$ cat config.mk
export PLATFORM = sky130hd
export DESIGN_NAME = rgb_to_hsl_converter
export DESIGN_NICKNAME = d
export VERILOG_FILES = /design/src/rtl/rgb2hsl_pkg.sv /design/src/rtl/rgb2hsl_front.sv /design/src/rtl/rgb2hsl_cell.sv /design/src/rtl/rgb_to_hsl_converter.sv
export SDC_FILE = /design/constraint.sdc
export NUM_CORES = 2
export LEC_CHECK = 0
export BUFFER_PORTS_ARGS = -buffer_cell sky130_fd_sc_hd__buf_2
export CORE_MARGIN = 5
export CORE_UTILIZATION = 30
export CTS_BUF_LIST = sky130_fd_sc_hd__clkbuf_4 sky130_fd_sc_hd__clkbuf_8
export DETAILED_ROUTE_END_ITERATION = 10
export SYNTH_ARGS = -nofsm -noshare
export SYNTH_HDL_FRONTEND = slang
export SYNTH_SLANG_ARGS = --single-unit
$ cat constraint.sdc
create_clock -name i_clk -period 17 [get_ports i_clk]
set_input_delay 1.7 -clock i_clk [delete_from_list [all_inputs] [get_ports i_clk]]
set_output_delay 1.7 -clock i_clk [all_outputs]
set_load 0.01 [all_outputs]
$ cat src/rtl/rgb2hsl_pkg.sv
// Package with the payload types, widths and shared constants of the RGB to HSL converter.
package rgb2hsl_pkg;

    localparam int ChW = 8;
    localparam int OutW = 16;
    // Quotient bits produced by the divider row, one per cell.
    localparam int QBits = 16;
    // Divisors reach 6*255 = 1530, which needs 11 bits.
    localparam int DenW = 11;
    // Dividends reach 1530*65535, which needs 27 bits.
    localparam int NumW = 27;
    localparam int Stages = QBits + 1;

    typedef struct packed {
        logic [ChW-1:0] red;
        logic [ChW-1:0] green;
        logic [ChW-1:0] blue;
    } t_pixel;

    typedef struct packed {
        logic [OutW-1:0] hue;
        logic [OutW-1:0] saturation;
        logic [OutW-1:0] lightness;
    } t_hsl;

    // One long-division lane: partial remainder, divisor and the quotient so far.
    typedef struct packed {
        logic [NumW-1:0] rem;
        logic [DenW-1:0] den;
        logic [QBits-1:0] quo;
    } t_div_lane;

    // Everything one pipeline cell hands to the next.
    typedef struct packed {
        logic valid;
        t_div_lane sat;
        t_div_lane hue;
        logic [OutW-1:0] lightness;
    } t_cell_data;

endpackage

$ cat src/rtl/rgb2hsl_front.sv
// Front cell: finds max and min, forms lightness and the two dividends and divisors.
module rgb2hsl_front (
    input  logic                    i_clk,
    input  logic                    i_rst_n,
    input  logic                    i_valid,
    input  rgb2hsl_pkg::t_pixel     i_pixel,
    output rgb2hsl_pkg::t_cell_data o_data
);
    import rgb2hsl_pkg::*;

    logic [ChW-1:0] mx, mn, r, g, b;
    logic [ChW:0] sum;
    logic [ChW-1:0] d;
    logic [DenW-1:0] sden, hden, num;
    t_cell_data n_data, r_data;

    always_comb begin
        r = i_pixel.red;
        g = i_pixel.green;
        b = i_pixel.blue;
        mx = (r > g) ? r : g;
        mx = (mx > b) ? mx : b;
        mn = (r < g) ? r : g;
        mn = (mn < b) ? mn : b;
        sum = {1'b0, mx} + {1'b0, mn};
        d = mx - mn;
        sden = (sum < 9'd255) ? {2'b0, sum} : (11'd510 - {2'b0, sum});
        hden = 11'(d) * 11'd6;
        // Hue numerator already wrapped into one turn: 0 .. 6d.
        if (r == mx) begin
            num = (g >= b) ? 11'(g - b) : (hden - 11'(b - g));
        end else if (g == mx) begin
            num = 11'(2 * d) + 11'(b) - 11'(r);
        end else begin
            num = 11'(4 * d) + 11'(r) - 11'(g);
        end
        n_data.valid = i_valid;
        // Lightness is sum*257/2, truncated.
        n_data.lightness = 16'((17'(sum) * 17'd257) >> 1);
        // Grey pixels divide zero by one, which yields zero.
        n_data.sat.rem = (d == '0) ? '0 : NumW'(d) * NumW'(65535);
        n_data.sat.den = (d == '0) ? DenW'(1) : sden;
        n_data.sat.quo = '0;
        n_data.hue.rem = (d == '0) ? '0 : NumW'(num) * NumW'(65535);
        n_data.hue.den = (d == '0) ? DenW'(1) : hden;
        n_data.hue.quo = '0;
    end

    always_ff @(posedge i_clk) begin
        if (!i_rst_n) begin
            r_data.valid <= 1'b0;
        end else begin
            r_data.valid <= n_data.valid;
        end
        r_data.sat <= n_data.sat;
        r_data.hue <= n_data.hue;
        r_data.lightness <= n_data.lightness;
    end

    assign o_data = r_data;
endmodule

$ cat src/rtl/rgb2hsl_cell.sv
// Divider cell: resolves one quotient bit of both divisions and passes the rest on.
module rgb2hsl_cell (
    input  logic                    i_clk,
    input  logic                    i_rst_n,
    input  logic [3:0]              i_bit,
    input  rgb2hsl_pkg::t_cell_data i_data,
    output rgb2hsl_pkg::t_cell_data o_data
);
    import rgb2hsl_pkg::*;

    t_cell_data n_data, r_data;
    logic [NumW+QBits-1:0] st, ht;

    always_comb begin
        n_data = i_data;
        st = {{QBits{1'b0}}, NumW'(i_data.sat.den)} << i_bit;
        ht = {{QBits{1'b0}}, NumW'(i_data.hue.den)} << i_bit;
        if ({{QBits{1'b0}}, i_data.sat.rem} >= st) begin
            n_data.sat.rem = i_data.sat.rem - NumW'(st);
            n_data.sat.quo[i_bit] = 1'b1;
        end
        if ({{QBits{1'b0}}, i_data.hue.rem} >= ht) begin
            n_data.hue.rem = i_data.hue.rem - NumW'(ht);
            n_data.hue.quo[i_bit] = 1'b1;
        end
    end

    always_ff @(posedge i_clk) begin
        if (!i_rst_n) begin
            r_data.valid <= 1'b0;
        end else begin
            r_data.valid <= n_data.valid;
        end
        r_data.sat <= n_data.sat;
        r_data.hue <= n_data.hue;
        r_data.lightness <= n_data.lightness;
    end

    assign o_data = r_data;
endmodule

$ cat src/rtl/rgb_to_hsl_converter.sv
// Top level of the RGB to HSL converter: front cell followed by a row of divider cells.
// Takes one pixel request every clock (busy is always low) and returns its result
// through the registered front cell and then each of the 16 divider cells in turn,
// each divider cell resolving one quotient bit of saturation and hue together.
// Results appear for one cycle on the o_done strobe and cannot be held off.
module rgb_to_hsl_converter (
    input  logic                i_clk,
    input  logic                i_rst_n,
    input  logic                start,
    output logic                busy,
    input  rgb2hsl_pkg::t_pixel i_pixel,
    output logic                o_done,
    output rgb2hsl_pkg::t_hsl   o_hsl
);
    import rgb2hsl_pkg::*;

    t_cell_data chain [0:QBits];

    assign busy = 1'b0;

    rgb2hsl_front u_front (
        .i_clk   (i_clk),
        .i_rst_n (i_rst_n),
        .i_valid (start),
        .i_pixel (i_pixel),
        .o_data  (chain[0])
    );

    for (genvar k = 0; k < QBits; k++) begin : g_cell
        rgb2hsl_cell u_cell (
            .i_clk   (i_clk),
            .i_rst_n (i_rst_n),
            .i_bit   (4'(QBits - 1 - k)),
            .i_data  (chain[k]),
            .o_data  (chain[k+1])
        );
    end

    assign o_done = chain[QBits].valid;
    assign o_hsl.hue = chain[QBits].hue.quo;
    assign o_hsl.saturation = chain[QBits].sat.quo;
    assign o_hsl.lightness = chain[QBits].lightness;

    a_latency: assert property (@(posedge i_clk) disable iff (!i_rst_n)
        (start && !busy) |-> ##(Stages) o_done)
        else $error("request did not complete after the pipeline latency");
    a_hue_below_turn: assert property (@(posedge i_clk) disable iff (!i_rst_n)
        o_done |-> (o_hsl.hue != 16'hFFFF))
        else $error("hue reached a full turn");
    a_grey_zero: assert property (@(posedge i_clk) disable iff (!i_rst_n)
        o_done && (chain[QBits].sat.quo == '0) |-> (o_hsl.hue == '0))
        else $error("zero saturation with non-zero hue");
endmodule

Word-level counts from Yosys, hierarchy flattened

Cells that the tools add are included.

Register bits after elaboration: 2,001
Input port bits: 27
Output and inout bits: 50
Word-level logic and storage cells: 290

Add/sub/neg operators: 40
Multiply operators: 4
Order comparisons: 38
Eq/ne operators: 2
Mux-type cells: 41
Reduce and logical (&&, ||, !) cells: 2

Operators with widths:

| kind             | count |
|---|---|
| $mux W27         | 30 |
| $ge A27 B11 Y1   | 2 |
| $ge A27 B12 Y1   | 2 |
| $ge A27 B13 Y1   | 2 |
| $ge A27 B14 Y1   | 2 |
| $ge A27 B15 Y1   | 2 |
| $ge A27 B16 Y1   | 2 |
| $ge A27 B17 Y1   | 2 |
| $ge A27 B18 Y1   | 2 |
| $ge A27 B19 Y1   | 2 |
| $ge A27 B20 Y1   | 2 |
| $ge A27 B21 Y1   | 2 |
| $ge A27 B22 Y1   | 2 |
| $ge A27 B23 Y1   | 2 |
| $ge A27 B24 Y1   | 2 |
| $ge A27 B25 Y1   | 2 |
| $ge A27 B26 Y1   | 2 |
| $sub A27 B12 Y27 | 2 |
| $sub A27 B13 Y27 | 2 |
| $sub A27 B14 Y27 | 2 |
| $sub A27 B15 Y27 | 2 |
| $sub A27 B16 Y27 | 2 |
| $sub A27 B17 Y27 | 2 |
| $sub A27 B18 Y27 | 2 |
| other kinds (32) | 51 |

Logic depth before layout (Yosys ltp)

Depth after elaboration: 10
Mapped depth: 62
Gate-level depth less buffers: 58

Cells and area by module

A second synthesis with hierarchy kept.

Cells, all modules: 14,759
Area, all modules: 130,883.0 um^2

By module, submodules not included:

| module                                | times used | cells each | area each (um^2) | sequential area each (um^2) |
|---|---|---|---|---|
| rgb2hsl_cell at g_cell[13].u_cell ... | 8          | 853        | 7,442.1          | 2,502.4 |
| rgb2hsl_cell at g_cell[0].u_cell ...  | 5          | 790        | 7,317.0          | 2,502.4 |
| rgb2hsl_front                         | 1          | 1,397      | 12,136.6         | 1,741.7 |
| rgb2hsl_cell at g_cell[2].u_cell      | 1          | 843        | 7,603.5          | 2,502.4 |
| rgb2hsl_cell at g_cell[5].u_cell      | 1          | 875        | 7,513.5          | 2,502.4 |
| rgb2hsl_cell at g_cell[12].u_cell     | 1          | 867        | 7,492.2          | 2,502.4 |
| rgb_to_hsl_converter                  | 1          | 3          | 15.0             | 0.0 |

Least setup slack after synthesis

Ideal clock, no wire load.

Path kind: input port to flip-flop
Start point: input port i_pixel[16] in the netlist's numbering
End point: register u_front.r_data, in the netlist u_front.o_data[69]
Library setup time: 128 ps
Arrival time: 13,588 ps
Data required time: 16,872 ps
Setup slack: 3,284 ps
Stages: 54
Buffers on the path: 4
Cell sequence: inv_1 ha_1 fa_1 nand3b_1 a21o_1 and2_1 clkbuf_2 clkbuf_1 o21ai_0 ha_1 o21ai_0 a21oi_1 or4_1 a31oi_1 o21bai_1 buf_2 mux2_2 ha_1 [18 not listed] fa_1 inv_1 fa_1 inv_1 fa_1 inv_1 fa_1 ha_1 a21o_1 a21o_1 a21o_1 a311oi_1 o41ai_1 a21oi_1 o21a_1 a21oi_1 xnor2_1 nor2_1

Word-level cells in the longest chain between the ends: 10
Elaborated cells on any way between the ends: 22
Classes of those cells: 6 x add/sub; 2 x mul; 4 x order compare; 2 x eq/ne; 7 x mux; 1 x reduce/logical

Ends and longest elaborated chain:

| item                                                | RTL line                                 | source |
|---|---|---|
| start, declared                                     | rgb_to_hsl_converter.sv:11               | `input rgb2hsl_pkg::t_pixel i_pixel,` |
| $gt A8 B8 Y1 / $lt A8 B8 Y1 (equally long branches) | rgb2hsl_front.sv:21, rgb2hsl_front.sv:23 |  |
| $mux W8, on equally long branches                   | rgb2hsl_front.sv:21, rgb2hsl_front.sv:23 |  |
| $gt A8 B8 Y1 / $lt A8 B8 Y1 (equally long branches) | rgb2hsl_front.sv:22, rgb2hsl_front.sv:24 |  |
| $mux W8, on equally long branches                   | rgb2hsl_front.sv:22, rgb2hsl_front.sv:24 |  |
| $sub A8 B8 Y8                                       | rgb2hsl_front.sv:26                      | `d = mx - mn;` |
| $mul A8 B2 Y10, or another cell as far along        | rgb2hsl_front.sv:28                      | `hden = 11'(d) * 11'd6;` |
| $sub A11 B11 Y11, or another cell as far along      | rgb2hsl_front.sv:31                      | `num = (g >= b) ? 11'(g - b) : (hden - 11'(b - g));` |
| $mux W11, on equally long branches                  | rgb2hsl_front.sv:31, rgb2hsl_front.sv:32 |  |
| $mux W11                                            | rgb2hsl_front.sv:30                      | `if (r == mx) begin` |
| $mul A11 B16 Y27                                    | rgb2hsl_front.sv:44                      | `n_data.hue.rem = (d == '0) ? '0 : NumW'(num) * NumW'(65535);` |
| end, declared                                       | rgb2hsl_front.sv:15                      | `t_cell_data n_data, r_data;` |

Several ways; a longest one is shown, not always the timed one.
A chain may end at the register's enable or synchronous reset.

Worst setup path in the final report

Start point: input port i_pixel[16] in the netlist's numbering
End point: register u_front.r_data, in the netlist u_front.o_data[69]

Word-level cells in the longest chain between the ends: 10
Elaborated cells on any way between the ends: 22
Classes of those cells: 6 x add/sub; 2 x mul; 4 x order compare; 2 x eq/ne; 7 x mux; 1 x reduce/logical

Ends and longest elaborated chain:

| item                                                | RTL line                                 | source |
|---|---|---|
| $gt A8 B8 Y1 / $lt A8 B8 Y1 (equally long branches) | rgb2hsl_front.sv:21, rgb2hsl_front.sv:23 |  |
| $mux W8, on equally long branches                   | rgb2hsl_front.sv:21, rgb2hsl_front.sv:23 |  |
| $gt A8 B8 Y1 / $lt A8 B8 Y1 (equally long branches) | rgb2hsl_front.sv:22, rgb2hsl_front.sv:24 |  |
| $mux W8, on equally long branches                   | rgb2hsl_front.sv:22, rgb2hsl_front.sv:24 |  |
| $sub A8 B8 Y8 (*)                                   | rgb2hsl_front.sv:26                      |  |
| $mul A8 B2 Y10 (*)                                  | rgb2hsl_front.sv:28                      |  |
| named net u_front.hden[6]                           | rgb2hsl_front.sv:14                      | `logic [DenW-1:0] sden, hden, num;` |
| $sub A11 B11 Y11 (*)                                | rgb2hsl_front.sv:31                      |  |
| $mux W11 (*)                                        | rgb2hsl_front.sv:31                      |  |
| $mux W11 (*)                                        | rgb2hsl_front.sv:30                      |  |
| $mul A11 B16 Y27 (*)                                | rgb2hsl_front.sv:44                      |  |

The timed path passes the listed nets; every way through them passes the cells marked *.

==> report_table.html <==
<table>
<tr><th>Metric</th><th>Value</th></tr>
<tr><th colspan="2">Clock tree</th></tr>
<tr><td>Clock tree from TritonCTS</td><td>done</td></tr>
<tr><td>Post CTS Setup Buffer Count</td><td>0</td></tr>
<tr><td>Resized Gates After CTS</td><td>0</td></tr>
<tr><td>Total number of clock tree sinks</td><td>1,727</td></tr>
<tr><td>Clock input transition at the sequential cells of the worst setup and hold paths</td><td>60 ps</td></tr>
<tr><td>Cts-stage hold buffer count</td><td>0</td></tr>
<tr><td>Largest buffer count on any clock path</td><td>4</td></tr>
<tr><td>Root Driver</td><td>sky130_fd_sc_hd__clkbuf_8</td></tr>
<tr><td>Clock buffers created by TritonCTS</td><td>293</td></tr>
<tr><td>Clock latency on the worst-skew pair</td><td>1000 ps</td></tr>
<tr><td>H-tree depth</td><td>5</td></tr>
<tr><th colspan="2">Die</th></tr>
<tr><td>Chip height</td><td>slightly below 500 µm</td></tr>
<tr><td>Standard-cell rows</td><td>176</td></tr>
<tr><td>Number of placed I/O pins</td><td>77</td></tr>
<tr><td>Initial Util</td><td>between 30% and 40%</td></tr>
<tr><td>Core Footprint</td><td>230,100 µm²</td></tr>
<tr><td>Die width</td><td>490.9 µm</td></tr>
<tr><td>Die area</td><td>241,000 µm²</td></tr>
<tr><th colspan="2">GRT</th></tr>
<tr><td>Overall Global Routing Usage</td><td>11.47%</td></tr>
<tr><td>Remaining global-route overflow</td><td>0</td></tr>
<tr><td>Initial antenna violation count</td><td>1</td></tr>
<tr><td>Vias in the first global route</td><td>between 40,000 and 50,000</td></tr>
<tr><td>Maximum number of pins on one net before global-route repair</td><td>a little over 60</td></tr>
<tr><td>Global-route wire length before repair</td><td>around 230,000 µm</td></tr>
<tr><th colspan="2">Timing</th></tr>
<tr><td>Normalized max-slew margin</td><td>14.23%</td></tr>
<tr><td>Post-layout minimum cycle time</td><td>roughly 15,000 ps</td></tr>
<tr><td>Worst path setup slack after routing</td><td>between 2000 and 2500 ps</td></tr>
<tr><td>Unrepaired setup endpoints after global routing</td><td>no</td></tr>
<tr><td>FMAX</td><td>0.06806 GHz</td></tr>
<tr><td>Final hold viol count</td><td>0</td></tr>
<tr><td>Worst-margin pin slew</td><td>1254 ps</td></tr>
<tr><td>Period utilization</td><td>roughly 86%</td></tr>
<tr><td>Max Slew Vio Count</td><td>0</td></tr>
<tr><td>Final setup violation count</td><td>0</td></tr>
<tr><td>Maximum clock skew at final layout</td><td>approximately 74 ps</td></tr>
<tr><td>Final setup TNS</td><td>0 ps</td></tr>
<tr><th colspan="2">Place</th></tr>
<tr><td>Dpl cell area</td><td>72,940 µm²</td></tr>
<tr><td>Gp weighted congestion</td><td>0.8914</td></tr>
<tr><td>Half-perimeter wire length after placement</td><td>107,400 µm</td></tr>
<tr><td>Buffers added on ports</td><td>75</td></tr>
<tr><td>Place WS</td><td>1388 ps</td></tr>
<tr><th colspan="2">Run status</th></tr>
<tr><td>Run status</td><td>finished clean</td></tr>
<tr><th colspan="2">Detailed routing</th></tr>
<tr><td>Iter 0 DRT Violations</td><td>2,155</td></tr>
<tr><td>Detail-routed net length per standard cell</td><td>13.56 µm</td></tr>
<tr><td>Via-per-instance ratio</td><td>4.471</td></tr>
<tr><td>Count of nets left with antenna violations after detail routing</td><td>0</td></tr>
<tr><td>Via count</td><td>46,086</td></tr>
<tr><td>DRC</td><td>0</td></tr>
<tr><td>Aggregate routed wire length</td><td>139,700 µm</td></tr>
<tr><td>1st-pass router iterations</td><td>5</td></tr>
<tr><th colspan="2">Cells and area</th></tr>
<tr><td>Fin area</td><td>slightly below 80,000 µm²</td></tr>
<tr><td>Post-synthesis to final-layout area growth</td><td>13.90%</td></tr>
<tr><td>Multi-input gate area</td><td>31,390 µm²</td></tr>
<tr><td>FF/Latch Area</td><td>34,570 µm²</td></tr>
<tr><td>Utilization of the core after routing</td><td>about 34%</td></tr>
<tr><td>Layout cells sized above 1</td><td>slightly below 10%</td></tr>
<tr><td>Filler instances</td><td>approximately 23,000</td></tr>
<tr><td>Final #Nets</td><td>7,787</td></tr>
<tr><th colspan="2">Logic synthesis</th></tr>
<tr><td>Syn nets</td><td>7,546</td></tr>
<tr><td>Top flip-flop cell by instance count after synthesis</td><td>sky130_fd_sc_hd__dfxtp_1</td></tr>
<tr><td>Synth Area per Inst</td><td>roughly 10 µm²</td></tr>
<tr><td>Proportion of synthesized chip area in sequential cells</td><td>49.83%</td></tr>
<tr><td>Number of synthesis warnings</td><td>0</td></tr>
<tr><td>Post-synthesis instance area</td><td>just under 70,000 µm²</td></tr>
<tr><td>Number of synthesized flops with an enable pin</td><td>0</td></tr>
<tr><td>Count of distinct cell types in the synthesized netlist</td><td>89</td></tr>
<tr><td>Post-synth ARST share</td><td>0%</td></tr>
<tr><td>Synth Register Bits</td><td>between 1,500 and 2,000</td></tr>
<tr><td>Synthesized netlist cell count</td><td>6,841</td></tr>
<tr><th colspan="2">Setup path</th></tr>
<tr><td>Arrival time at the worst endpoint</td><td>15,500 ps</td></tr>
<tr><td>Critical Path RT</td><td>17,810 ps</td></tr>
<tr><td>Worst stage delay on the critical path</td><td>750 ps</td></tr>
<tr><td>Largest fanout on the critical path</td><td>23</td></tr>
<tr><td>Critical-path cell with the highest stage delay</td><td>sky130_fd_sc_hd__or2_1</td></tr>
<tr><td>Kind of end point of the critical path</td><td>flop</td></tr>
<tr><td>Category of the critical setup timing path</td><td>in -&gt; reg</td></tr>
<tr><td>Kind of start point of the critical path</td><td>input pin</td></tr>
<tr><th colspan="2">Min path</th></tr>
<tr><td>Worst Hold Class</td><td>reg -&gt; reg</td></tr>
<tr><th colspan="2">Run</th></tr>
<tr><td>Max Cap Viol</td><td>0</td></tr>
</table>
==> final cells by class <==
cell class                 instances  share of cell area, %
timing repair buffer              93                 0.6460
clock inverter                    53                 0.6381
sequential                      1727                  43.75
multi-input combinational       4253                  39.72
inverter                         714                  3.392
tap                             3026                  4.791
clock buffer                     440                  7.062
antenna                            1               0.003167
==> logic make-up (layout without fill, tap and decap cells) <==
family	after synthesis	after routing	synth area share, %
buffers and inverters	861	1300	4.972
XOR/XNOR	513	513	6.496
multiplexers	98	98	1.513
other	1	2	0.005405
AND/OR/NAND/NOR	1748	1748	12.61
AO/OA/AOI/OAI	1215	1215	11.02
adder cells (fa/ha/maj)	678	678	13.56
flip-flops	1727	1727	49.83
==> flip-flops by register name, summed over array words and instances, names as in the netlist <==
name / flops
u_front.o_data: 87
g_cell.u_cell.o_data: 1640
==> cell usage in the layout (no fill, tap or decap), types with 57 or more instances in the layout <==
master                     count
sky130_fd_sc_hd__buf_2        75
sky130_fd_sc_hd__xor2_1      255
sky130_fd_sc_hd__nand4_1      63
sky130_fd_sc_hd__xnor2_1     257
sky130_fd_sc_hd__clkbuf_8    364
sky130_fd_sc_hd__nor2b_1     103
sky130_fd_sc_hd__fa_1        123
sky130_fd_sc_hd__nand2b_1     78
sky130_fd_sc_hd__or3_1        66
sky130_fd_sc_hd__nor4_1      105
sky130_fd_sc_hd__ha_1        555
sky130_fd_sc_hd__a21o_1      143
sky130_fd_sc_hd__clkbuf_4     76
sky130_fd_sc_hd__a21boi_0     57
sky130_fd_sc_hd__nor2_1      424
sky130_fd_sc_hd__nor3_1      169
sky130_fd_sc_hd__a21oi_1     323
sky130_fd_sc_hd__nand2_1     437
sky130_fd_sc_hd__o21ai_0     342
sky130_fd_sc_hd__nand3_1      86
sky130_fd_sc_hd__inv_1       713
sky130_fd_sc_hd__dfxtp_1    1727
==> cells in the mapped netlist, types with 86 or more instances <==
master	instances	area share [%]
sky130_fd_sc_hd__a21o_1	143	1.5
sky130_fd_sc_hd__a21oi_1	323	2.3
sky130_fd_sc_hd__dfxtp_1	1727	50
sky130_fd_sc_hd__fa_1	123	3.5
sky130_fd_sc_hd__ha_1	555	10
sky130_fd_sc_hd__inv_1	713	3.9
sky130_fd_sc_hd__nand2_1	437	2.4
sky130_fd_sc_hd__nand3_1	86	0.62
sky130_fd_sc_hd__nor2_1	425	2.3
sky130_fd_sc_hd__nor2b_1	103	0.93
sky130_fd_sc_hd__nor3_1	169	1.2
sky130_fd_sc_hd__nor4_1	105	0.95
sky130_fd_sc_hd__o21ai_0	342	2.5
sky130_fd_sc_hd__xnor2_1	257	3.2
sky130_fd_sc_hd__xor2_1	255	3.2
==> critical path: cells and delay by family <==
kind	cells	cell delay, ps
AND/OR/NAND/NOR	7	1460
XOR/XNOR	5	1100
buffers and inverters	9	1270
adder cells (fa/ha/maj)	13	5470
AO/OA/AOI/OAI	21	4480
==> final timing paths <==
check | start | cells past startpoint | to | slack, ps
worst max-delay path | i_pixel[16] | 55 | u_front.o_data[69]$_SDFF_PP0_ | 2310
worst min-delay path | g_cell[6].u_cell.o_data[80]$_DFF_P_ | 0 | g_cell[7].u_cell.o_data[80]$_DFF_P_ | 290
worst max register to register | g_cell[8].u_cell.o_data[97]$_DFF_P_ | 12 | g_cell[9].u_cell.o_data[69]$_DFF_P_ | 12600
worst min register to register | g_cell[6].u_cell.o_data[80]$_DFF_P_ | 0 | g_cell[7].u_cell.o_data[80]$_DFF_P_ | 290
==> metrics by stage <==
step | hold WS (ps) | cells
final | 292.2 | 10307
after global routing | 299.6 | 10307
after CTS | 291.5 | 10306
after detailed placement | 312.1 | 9813
after global placement | 309.9 | 9813
after floorplan | 309.6 | 6841
==> metal layers <==
| metal | part of all wire, % | wire length (µm) | track usage, % |
|---|---|---|---|
| met1 | 43 | 59440 | 13.01 |
| met2 | 50 | 69180 | 20.62 |
| met3 | 3.9 | 5416 | 2.295 |
| met4 | 4.1 | 5708 | 5.389 |
| met5 | 0 | 0 | 0 |
Power is not shown: default switching activity piles up to over one toggle a cycle in this logic, so the estimate is an artifact.
